[config.mk]
export PLATFORM = sky130hd
export DESIGN_NAME = wildcard_name_matcher_top
export DESIGN_NICKNAME = d
export VERILOG_FILES = /design/src/rtl/core/wnm_pkg.sv /design/src/rtl/core/wnm_cell.sv /design/src/rtl/core/wnm_out_buf.sv /design/src/rtl/core/wildcard_name_matcher_top.sv
export SDC_FILE = /design/constraint.sdc
export NUM_CORES = 1
export LEC_CHECK = 0
export BUFFER_PORTS_ARGS = -buffer_cell sky130_fd_sc_hd__buf_2
export CAP_MARGIN = 15
export CORE_UTILIZATION = 50
export CTS_BUF_LIST = sky130_fd_sc_hd__clkbuf_4 sky130_fd_sc_hd__clkbuf_8 sky130_fd_sc_hd__clkbuf_16
export DETAILED_ROUTE_END_ITERATION = 10
export GPL_TIMING_DRIVEN = 0
export PLACE_DENSITY = 0.7
export SLEW_MARGIN = 20
export SYNTH_ARGS = -nofsm -noshare
export SYNTH_HDL_FRONTEND = slang
export SYNTH_SLANG_ARGS = --single-unit
[constraint.sdc]
create_clock -name clk -period 8.2 [get_ports clk]
set_input_delay 0.82 -clock clk [delete_from_list [all_inputs] [get_ports clk]]
set_output_delay 0.82 -clock clk [all_outputs]
set_load 0.1 [all_outputs]
[src/rtl/core/wnm_pkg.sv]
// ----------------------------------------------------------------------------
// wnm_pkg
// Shared constants and types for the wildcard name matcher: pattern
// capacity, wildcard codes and the control bundle that steers every cell.
// ----------------------------------------------------------------------------
`default_nettype none

package wnm_pkg;

	// Pattern capacity and derived widths
	localparam int MAX_PATTERN = 32;
	localparam int CHAR_W      = 16;
	localparam int POS_W       = $clog2(MAX_PATTERN + 1);
	localparam int IN_DATA_W   = 16;
	localparam int OUT_DATA_W  = 8;

	// Wildcard codes
	localparam logic [CHAR_W-1:0] CODE_ANY_ONE = CHAR_W'(16'h003F);
	localparam logic [CHAR_W-1:0] CODE_ANY_RUN = CHAR_W'(16'h002A);

	// Input kinds carried on the slave tuser bit
	localparam logic FUNC_PATTERN = 1'b0;
	localparam logic FUNC_NAME    = 1'b1;

	// Control broadcast from the top level to all cells
	typedef struct packed {
		logic pat_wr;     // pattern character transaction this cycle
		logic new_pat;    // that character opens a fresh pattern
		logic name_step;  // name character transaction this cycle
		logic use_start;  // position set equals the start set
		logic code_star;  // incoming code is the any-run wildcard
		logic code_any;   // incoming code is the any-one wildcard
	} wnm_ctl_t;

	// One result transaction
	typedef struct packed {
		logic pattern_overflow;
		logic matched;
	} wnm_result_t;

endpackage : wnm_pkg

`default_nettype wire

[src/rtl/core/wnm_cell.sv]
// ----------------------------------------------------------------------------
// wnm_cell
// One pattern position: holds its pattern character, its start-set bit and
// its active bit, and passes the step token and star closure to its neighbor.
// ----------------------------------------------------------------------------
`default_nettype none

module wnm_cell (
	input  wire logic                      clk,
	input  wire logic                      arst_n,
	input  wire wnm_pkg::wnm_ctl_t         ctl,
	input  wire logic [wnm_pkg::CHAR_W-1:0] code,
	input  wire logic                      first,     // this is position zero
	input  wire logic                      wr_sel,    // pattern write targets this cell
	input  wire logic                      valid,     // position lies inside the pattern
	input  wire logic                      link_in,   // start bit handed from the left
	input  wire logic                      carry_in,  // step token from the left
	input  wire logic                      close_in,  // star closure from the left
	output logic                           link_out,
	output logic                           carry_out,
	output logic                           close_out,
	output logic                           closed     // updated position bit
);

	import wnm_pkg::*;

	logic [CHAR_W-1:0] char_q;
	logic              star_q;
	logic              any_q;
	logic              start_q;
	logic              active_q;

	logic base_start;
	logic cur;
	logic star_v;
	logic next_bit;

	// Start bit as it stands before this write
	assign base_start = ctl.new_pat ? first : start_q;
	assign link_out   = wr_sel & base_start & ctl.code_star;

	// Step this position on a name character
	assign cur       = ctl.use_start ? start_q : active_q;
	assign star_v    = valid & star_q;
	assign carry_out = cur & valid & ~star_q & (any_q | (char_q == code));
	assign next_bit  = carry_in | (cur & star_v);
	assign closed    = next_bit | close_in;
	assign close_out = closed & star_v;

	// Hold the pattern character
	always_ff @(posedge clk) begin
		if (ctl.pat_wr && wr_sel) begin
			char_q <= code;
			star_q <= ctl.code_star;
			any_q  <= ctl.code_any;
		end
	end

	// Advance the start and active bits
	always_ff @(posedge clk or negedge arst_n) begin
		if (!arst_n) begin
			start_q  <= first;
			active_q <= first;
		end else begin
			if (ctl.pat_wr) begin
				start_q <= base_start | link_in;
			end
			if (ctl.name_step) begin
				active_q <= closed;
			end
		end
	end

endmodule : wnm_cell

`default_nettype wire

[src/rtl/core/wnm_out_buf.sv]
// ----------------------------------------------------------------------------
// wnm_out_buf
// Two-entry output buffer: a head register and a skid register, so a new
// transaction is taken while a finished result still waits downstream.
// ----------------------------------------------------------------------------
`default_nettype none

module wnm_out_buf (
	input  wire logic                  clk,
	input  wire logic                  arst_n,
	input  wire logic                  push,
	input  wire wnm_pkg::wnm_result_t  push_data,
	output logic                       space,
	output logic                       out_valid,
	input  wire logic                  out_ready,
	output wnm_pkg::wnm_result_t       out_data
);

	import wnm_pkg::*;

	logic        head_vld_q;
	logic        skid_vld_q;
	wnm_result_t head_q;
	wnm_result_t skid_q;
	logic        pop;

	assign space     = ~skid_vld_q;
	assign out_valid = head_vld_q;
	assign out_data  = head_q;
	assign pop       = head_vld_q & out_ready;

	// Hold result payloads
	always_ff @(posedge clk) begin
		if (pop && skid_vld_q) begin
			head_q <= skid_q;
		end else if (push && (pop || !head_vld_q)) begin
			head_q <= push_data;
		end
		if (push && head_vld_q && !pop) begin
			skid_q <= push_data;
		end
	end

	// Track occupancy
	always_ff @(posedge clk or negedge arst_n) begin
		if (!arst_n) begin
			head_vld_q <= 1'b0;
			skid_vld_q <= 1'b0;
		end else begin
			if (pop) begin
				head_vld_q <= skid_vld_q | push;
				skid_vld_q <= 1'b0;
			end else if (push) begin
				head_vld_q <= 1'b1;
				skid_vld_q <= head_vld_q;
			end
		end
	end

endmodule : wnm_out_buf

`default_nettype wire

[src/rtl/core/wildcard_name_matcher_top.sv]
// ----------------------------------------------------------------------------
// wildcard_name_matcher_top
// Wildcard file name matcher: a row of pattern cells tracks the set of
// reachable pattern positions while name characters stream through.
// ----------------------------------------------------------------------------
// Output: the result for the name character marked last is registered in
//   the output buffer before it appears on the master side.
// Throughput: one character per cycle unless the output buffer is full;
//   each cell updates its position in parallel; star closure ripples along the row.
// Reset: asynchronous; the pattern is empty and the output buffer is empty.
// ----------------------------------------------------------------------------
`default_nettype none

module wildcard_name_matcher_top (
	input  wire logic                             clk,
	input  wire logic                             arst_n,
	input  wire logic                             s_axis_tvalid,
	output logic                                  s_axis_tready,
	input  wire logic [wnm_pkg::IN_DATA_W-1:0]    s_axis_tdata,  // [15:0] char_code
	input  wire logic                             s_axis_tuser,  // [0] func
	input  wire logic                             s_axis_tlast,
	output logic                                  m_axis_tvalid,
	input  wire logic                             m_axis_tready,
	output logic [wnm_pkg::OUT_DATA_W-1:0]        m_axis_tdata   // [0] matched,
	                                                              // [1] pattern_overflow
);

	import wnm_pkg::*;

	logic [POS_W-1:0]  len_q;
	logic              complete_q;
	logic              ovf_q;
	logic              use_start_q;

	logic              acc;
	logic [POS_W-1:0]  eff_len;
	logic              fits;
	wnm_ctl_t          ctl;
	logic [CHAR_W-1:0] code;

	logic [MAX_PATTERN-1:0] link;
	logic [MAX_PATTERN-1:0] carry;
	logic [MAX_PATTERN-1:0] close;
	logic [MAX_PATTERN:0]   closed_all;
	logic [MAX_PATTERN-1:0] wr_sel;
	logic [MAX_PATTERN-1:0] valid;

	logic        push;
	logic        space;
	wnm_result_t push_data;
	wnm_result_t out_data;

	// Decode the incoming transaction
	assign acc     = s_axis_tvalid & s_axis_tready;
	assign code    = s_axis_tdata[CHAR_W-1:0];
	assign eff_len = complete_q ? '0 : len_q;
	assign fits    = eff_len < POS_W'(MAX_PATTERN);

	always_comb begin
		ctl.pat_wr    = acc & (s_axis_tuser == FUNC_PATTERN);
		ctl.new_pat   = complete_q;
		ctl.name_step = acc & (s_axis_tuser == FUNC_NAME);
		ctl.use_start = use_start_q | ~complete_q;
		ctl.code_star = code == CODE_ANY_RUN;
		ctl.code_any  = code == CODE_ANY_ONE;
	end

	// Row of pattern cells
	for (genvar i = 0; i < MAX_PATTERN; i++) begin : g_cell
		assign wr_sel[i] = fits & (eff_len == POS_W'(i));
		assign valid[i]  = POS_W'(i) < len_q;

		wnm_cell u_cell (
			.clk       (clk),
			.arst_n    (arst_n),
			.ctl       (ctl),
			.code      (code),
			.first     ((i == 0) ? 1'b1 : 1'b0),
			.wr_sel    (wr_sel[i]),
			.valid     (valid[i]),
			.link_in   ((i == 0) ? 1'b0 : link[(i == 0) ? 0 : i-1]),
			.carry_in  ((i == 0) ? 1'b0 : carry[(i == 0) ? 0 : i-1]),
			.close_in  ((i == 0) ? 1'b0 : close[(i == 0) ? 0 : i-1]),
			.link_out  (link[i]),
			.carry_out (carry[i]),
			.close_out (close[i]),
			.closed    (closed_all[i])
		);
	end

	// Final position past the last pattern character
	assign closed_all[MAX_PATTERN] = carry[MAX_PATTERN-1] | close[MAX_PATTERN-1];

	// Hold pattern bookkeeping
	always_ff @(posedge clk or negedge arst_n) begin
		if (!arst_n) begin
			len_q       <= '0;
			complete_q  <= 1'b1;
			ovf_q       <= 1'b0;
			use_start_q <= 1'b1;
		end else begin
			if (ctl.pat_wr) begin
				if (fits) begin
					len_q <= eff_len + POS_W'(1);
					ovf_q <= complete_q ? 1'b0 : ovf_q;
				end else begin
					len_q <= eff_len;
					ovf_q <= 1'b1;
				end
				complete_q  <= s_axis_tlast;
				use_start_q <= 1'b1;
			end else if (ctl.name_step) begin
				complete_q  <= 1'b1;
				use_start_q <= s_axis_tlast;
			end
		end
	end

	// Form the result for the last name character
	assign push                       = ctl.name_step & s_axis_tlast;
	assign push_data.pattern_overflow = ovf_q;
	assign push_data.matched          = ~ovf_q & closed_all[len_q];

	wnm_out_buf u_out_buf (
		.clk       (clk),
		.arst_n    (arst_n),
		.push      (push),
		.push_data (push_data),
		.space     (space),
		.out_valid (m_axis_tvalid),
		.out_ready (m_axis_tready),
		.out_data  (out_data)
	);

	assign s_axis_tready = space;
	assign m_axis_tdata  = {{(OUT_DATA_W-2){1'b0}}, out_data.pattern_overflow,
		out_data.matched};

endmodule : wildcard_name_matcher_top

`default_nettype wire
* Word level (Yosys, flattened, before mapping)
Index checks and enable logic that the tools add are counted.
** Word-level totals
- Flip-flop bits (word level) :: 655
- Input bits :: 22
- Output and inout port bits :: 10
** Operators by class
- Bitwise operators :: 456
- Reductions and logical operators :: 44
- Add/subtract/negate cells :: 1
- Magnitude comparators :: 34
- Muxes and demuxes :: 80
- Equal/unequal tests :: 66
** Operators by type and width (number)
- $eq 16x16->1 :: 32
- $and 1x1->1 :: 292
- $or 1x1->1 :: 128
- $eq 6x5->1 const B :: 16
- $lt 5x6->1 const A :: 16
- $mux 1 :: 75
- $eq 6x4->1 const B :: 8
- $lt 4x6->1 const A :: 8
- $logic_and 1x1->1 :: 36
- $not 1->1 :: 36
- $eq 16x6->1 const B :: 2
- $eq 6x3->1 const B :: 4
- $lt 3x6->1 const A :: 4
- $eq 6x2->1 const B :: 2
- $lt 1x6->1 const A :: 2
- $lt 2x6->1 const A :: 2
- $mux 6 :: 2
- $lt 6x7->1 const B :: 1
- $add 6x1->6 const B :: 1
- $bmux 1 s6 :: 1
- $eq 6x1->1 const B :: 1
- $logic_not 6->1 :: 1
- $lt 6x6->1 const B :: 1
- $reduce_bool 2->1 :: 3
- 5 further kinds :: 7

* Depth between registers and ports, before layout
- Word-level depth :: 75
- Gate-level depth with buffers :: 17

* Worst setup path after synthesis
OpenSTA, ideal clock, no wires.
- Path kind :: input to register
- From :: in s_axis_tdata[12] (netlist name)
- To :: reg u_out_buf.head_q, in the netlist u_out_buf.out_data[0] (data pin)
- Library setup time :: 0.266 ns
- Data required time :: 7.934 ns
- Cell stages on the path :: 15
- Data arrival time :: 3.511 ns
- Path buffers :: 3
- Path slack :: 4.423 ns
- Path through :: buf_4 buf_8 buf_6 xor2_1 nor4_1 a41oi_1 o22ai_1 a221o_1 a221o_1 a221oi_2 o31ai_4 a311oi_1 o21ai_1 a41oi_2 o31ai_1
** Between the ends
- Word-level cells in the longest chain between the ends :: 72
- Elaborated cells between the ends (all ways) :: 195
- Classes of those cells :: eq/ne: 32; mux: 4; bitwise: 159
** RTL lines
- start, declared :: line wildcard_name_matcher_top.sv:19 : input wire logic [wnm_pkg::IN_DATA_W-1:0] s_axis_tdata,
- $eq 16x16->1 :: line wnm_cell.sv:45 : assign carry_out = cur & valid & ~star_q & (any_q | (char_q == code));
- $or 1x1->1 :: line wnm_cell.sv:45
- $and 1x1->1 :: line wnm_cell.sv:45
- $or 1x1->1 :: line wnm_cell.sv:46 : assign next_bit = carry_in | (cur & star_v);
- $or 1x1->1 :: line wnm_cell.sv:47 : assign closed = next_bit | close_in;
- $and 1x1->1 :: line wnm_cell.sv:48 : assign close_out = closed & star_v;
- $or 1x1->1 :: line wnm_cell.sv:47
- $and 1x1->1 :: line wnm_cell.sv:48
- (+56 left out)
- $or 1x1->1 :: line wnm_cell.sv:47
- $and 1x1->1 :: line wnm_cell.sv:48
- $or 1x1->1 :: line wildcard_name_matcher_top.sv:92 : assign closed_all[MAX_PATTERN] = carry[MAX_PATTERN-1] | close[MAX_PATTERN-1];
- $bmux 1 s6 (*) :: line wildcard_name_matcher_top.sv:122 : assign push_data.matched = ~ovf_q & closed_all[len_q];
- $mux 1 (not written as such) (*) :: line wildcard_name_matcher_top.sv:122
- $and 1x1->1 (*) :: line wildcard_name_matcher_top.sv:122
- $mux 2 (*) :: line wnm_out_buf.sv:36 : end else if (push && (pop || !head_vld_q)) begin
- $mux 2 (*) :: line wnm_out_buf.sv:34 : if (pop && skid_vld_q) begin
- end signal, assigned :: line wnm_out_buf.sv:35 : head_q <= skid_q;
- end signal, assigned :: line wnm_out_buf.sv:37 : head_q <= push_data;
- end, declared :: line wnm_out_buf.sv:23 : wnm_result_t head_q;
Mark *: on every way between the ends. The rest lies on a longest branch, timed or not. The select of a mux whose other input is x is not followed.
A chain may end at the register's enable or synchronous reset.

* Worst setup path after layout
- From :: in s_axis_tdata[13] (netlist name)
- To :: reg u_out_buf.head_q, in the netlist u_out_buf.out_data[0] (data pin)
The elaborated chain is that of the path after synthesis.

==> summary.md <==
| Metric | Value |
|---|---|
| Async set-reset flop share out of synthesis | `11.5%` |
| Top sig layer | `met5` |
| First-pass GRT wire length | `roughly 120 mm` |
| Worst-path cell chain | `buf_2 > buf_2 > buf_4 > xnor2_1 > nand4_1 > nor4_1 > a21oi_1 > a31oi_1 > nand4b_1 > a22oi_1 > nand3_1 > o31ai_4 > nand3_1 > a31oi_1 > a41oi_2 > o31ai_1` |
| Slew @ Worst Pin | `1150 ps` |
| HP Class | `primary input to asynchronous set/reset pin` |
| DRT iter0 DRCs | `2403` |
| Final #Nets | `2215` |
| Detail Placement HPWL | `51.5 mm` |
| Post-CTS setup buffer count | `0` |
| CTS root buffer | `clkbuf_16` |
| Total Power | `7.60 mW` |
| Design area | `roughly 0.033 mm2` |
| Area Overhead vs Synth | `12.2%` |
| Maximum clock frequency | `175 MHz` |
| Chip Height | `between 200 and 250 um` |
| Max incr delay on CP | `800 ps` |
| Hold Vio Cnt, Final | `0` |
| CP arrival | `6160 ps` |
| Sw Ratio | `25.1%` |
| Placed Area | `just over 0.03 mm2` |
| Initial antenna violation count | `2` |
| Power per cell area | `229 mW/mm2` |
| Maxcap violations | `0` |
| Met2 routed WL | `38.5 mm` |
| Delay-heaviest family, CP | `compound AO/OA/AOI/OAI gates` |
| DRC | `0` |
| CP max-delay cell | `buf_2` |
| Starting density of the core | `50.9%` |
| Post-Syn Area per Cell | `between 10 and 15 um2` |
| Vias in the first global route | `17.6k` |
| Hold buffer count at cts | `0` |
| Clk buf depth | `3` |
| Dominant synthesized flop cell | `edfxtp_1` |
| CP bufs+invs | `3` |
| Share of the synthesized area in the top cell type | `59.0%` |
| Crit Path Max Fanout | `33` |
| Pins over their slew limit | `0` |
| IO Port Bufs | `25` |
| Post-synth EDFFs | `580` |
| Io pins | `32` |
| Die width | `245 um` |
| Minimum clock period | `between 5000 and 6000 ps` |
| Maximum vdd drop | `175 uV` |
| Layout cells sized above 1 | `13.8%` |
| Avg Vias per Cell | `6.07` |
| Core box area | `0.0580 mm2` |
| Levels on crit path | `16` |
| Total CTS buffers | `between 60 and 70` |
| Placer Congestion | `0.973` |
| Initial DRT Pass Iterations | `6` |
| Sequential share of the synthesized area | `between 60% and 70%` |
| Largest net degree at the start of global routing | `53` |
| CP Class | `primary input to flop` |
| Max-slew headroom | `23.6%` |
| CP Data Required Time | `about 8600 ps` |
| Cell Area, Synth | `0.0295 mm2` |
| Post-cts resize count | `0` |
| TritonCTS clock tree | `done` |
| DR vias | `18.2k` |
| CTS clk-pin slew, worst paths | `60 ps` |
| NetSw | `1.90 mW` |
| Ranking of synthesized cells by area | `edfxtp_1 59%, xnor2_1 9.0%, xor2_1 6.2%, dfrtp_1 6.0%, nand4_1 1.7%` |
| Post-Route WL | `around 83 mm` |
| Seq pwr share | `48.8%` |
| Final TNS setup | `0 ps` |
| Diode count | `0` |
| Die Area | `0.0600 mm2` |
| Worst Skew | `approximately 42 ps` |
| Syn. warnings | `0` |
| Final setup fails | `0` |
| Cells after synthesis | `roughly 2.1k` |
| Synth area leader | `edfxtp_1` |
| R2R cell count | `14` |
| H-Tree Depth | `3` |
| CP endpoint kind | `flop` |
| RSZ-0062 raised after global routing | `no` |
| Yosys reg bits | `655` |
| Detail Route met3 WL | `7.13 mm` |
| # rows | `88` |
| Logic pwr share | `10.8%` |
| Cell-internal power | `approximately 5.7 mW` |
| Remaining antenna violation count | `0` |
| Lkg Pwr | `between 10 and 15 nW` |
| Outcome | `finished, final reports clean` |
| Total track usage | `roughly 28%` |
| DRT met1 WL | `35.4 mm` |
| Crit path launch type | `primary input` |
| R2R setup slack | `roughly 3400 ps` |
| Clock Power Share | `between 40 and 50%` |
| Final worst-path cycle share | `around 70%` |
| GRT Residual Overflow | `0` |
| WL/cell | `27.5 um` |
| Cell variety after synth | `95` |
| Fillers | `4521` |
| Clk_lat worst skew | `630 ps` |
| Clk sinks | `655` |
[cells in the final DEF (no fill, tap or decap), types with 6 or more instances in the layout]
| cell | n |
|---|---|
| nor2b_1 | 17 |
| o21ai_0 | 55 |
| buf_8 | 6 |
| a211oi_1 | 6 |
| clkinv_1 | 14 |
| o21ai_1 | 10 |
| nor2_2 | 21 |
| nor4_1 | 76 |
| nand3_1 | 8 |
| xor2_1 | 208 |
| o211ai_1 | 6 |
| mux2_2 | 10 |
| o21a_1 | 13 |
| and2_1 | 17 |
| buf_2 | 52 |
| a32o_1 | 14 |
| mux2i_1 | 28 |
| a21oi_1 | 36 |
| nand2_1 | 77 |
| edfxtp_1 | 580 |
| buf_4 | 34 |
| nor2_1 | 92 |
| clkbuf_16 | 69 |
| inv_1 | 20 |
| a21o_1 | 10 |
| buf_6 | 30 |
| a31oi_1 | 21 |
| nand4_1 | 82 |
| conb_1 | 6 |
| nor3_1 | 21 |
| a41oi_1 | 7 |
| clkbuf_1 | 19 |
| dfrtp_1 | 71 |
| xnor2_1 | 304 |
| a22oi_1 | 6 |
| clkbuf_4 | 21 |
| nand2b_1 | 20 |
| or3_1 | 6 |
[cells in the mapped netlist (7+ instances only)]
| cell | n |
|---|---|
| edfxtp_1 | 580 |
| xnor2_1 | 304 |
| xor2_1 | 208 |
| nor2_1 | 114 |
| nand4_1 | 82 |
| nor4_1 | 78 |
| nand2_1 | 77 |
| dfrtp_1 | 71 |
| o21ai_0 | 55 |
| a21oi_1 | 36 |
| buf_4 | 32 |
| buf_2 | 28 |
| mux2i_1 | 28 |
| buf_6 | 24 |
| nor3_1 | 22 |
| a31oi_1 | 21 |
| inv_1 | 21 |
| nand2b_1 | 20 |
| clkbuf_1 | 19 |
| and2_1 | 17 |
| nor2b_1 | 17 |
| a32o_1 | 14 |
| o21a_1 | 13 |
| a21o_1 | 10 |
| mux2_2 | 10 |
| o21ai_1 | 10 |
| nand3_1 | 8 |
| a41oi_1 | 7 |
[final timing paths]
kind                                                 start                          to
max in group asynchronous                           arst_n                  complete_q
worst min register to register  g_cell[16].u_cell.active_q  g_cell[16].u_cell.active_q
worst max-delay path                      s_axis_tdata[13]       u_out_buf.out_data[0]
worst min-delay path                                arst_n   g_cell[3].u_cell.active_q
worst max register to register                    len_q[5]       u_out_buf.out_data[0]
min in group clk                g_cell[16].u_cell.active_q  g_cell[16].u_cell.active_q
[power by group through the flow]
stage | logic [mW] | clock network (mW) | registers (mW)
after detailed placement | 0.804 | 0 | 3.77
after global routing | 0.860 | 3.22 | 3.71
after global placement | 0.790 | 0 | 3.77
final | 0.818 | 3.07 | 3.71
after floorplan | 0.490 | 0 | 3.78
after CTS | 0.808 | 3.09 | 3.71
[logic make-up after synthesis]
family / after synthesis / synth area share [%]
mux: 40 / 1.45
simple gates: 480 / 8.67
xor+xnor: 512 / 15.2
buf+inv: 130 / 2.83
flops: 655 / 65.4
compound gates: 253 / 6.33
fa+ha+maj: 4 / 0.170
other cells: 1 / 0.0127
[through the flow]
step	setup slack, ps	std cells	util, %	hold WS (ps)
floorplan	4420	2080	-	438
finish	2480	3005	57.1	116
global route	2230	3005	57.1	115
CTS	2510	3005	57.1	91.0
global placement	1480	2870	52.8	453
detailed placement	1900	2884	53.3	461
[routing by layer]
layer  track usage (%)  vias to the layer above
met5                 0                        -
met3              4.70                      133
met4              6.78                        2
li1                  -                     7873
met2              44.2                      884
met1              40.6                     9346
[worst register-to-register path, stage by stage (launching register included)]
cell and delay, ps:
dfrtp_1 430, buf_4 210, nor2_1 640, nand2_1 240, nor3b_1 210, o21a_1 120, a311oi_1 490, a21boi_1 200
a21oi_1 510, and2_1 370, a21oi_1 140, o31a_1 290, a41o_1 250, a41oi_2 270, o31ai_1 120
[state kept, by name (all words and copies together), names as in the netlist]
register,flops
g_cell.u_cell.char_q,512
g_cell.u_cell.active_q,32
g_cell.u_cell.any_q,32
g_cell.u_cell.star_q,32
g_cell.u_cell.start_q,32
len_q,6
u_out_buf.out_data,2
u_out_buf.skid_q,2
complete_q,1
ovf_q,1
u_out_buf.out_valid,1
u_out_buf.skid_vld_q,1
use_start_q,1
[area by class of cell]
type	count	area [um2]	area share, %
inverters	21	78.8	0.238
plain buffers	109	756	2.28
well taps	765	957	2.89
clock inverters	31	324	0.978
repair buffers	39	333	1.00
multi-input cells	1295	9490	28.7
flip-flops and latches	655	19300	58.3
clock buffers	90	1880	5.69
Power figures use the tool's default switching activity.
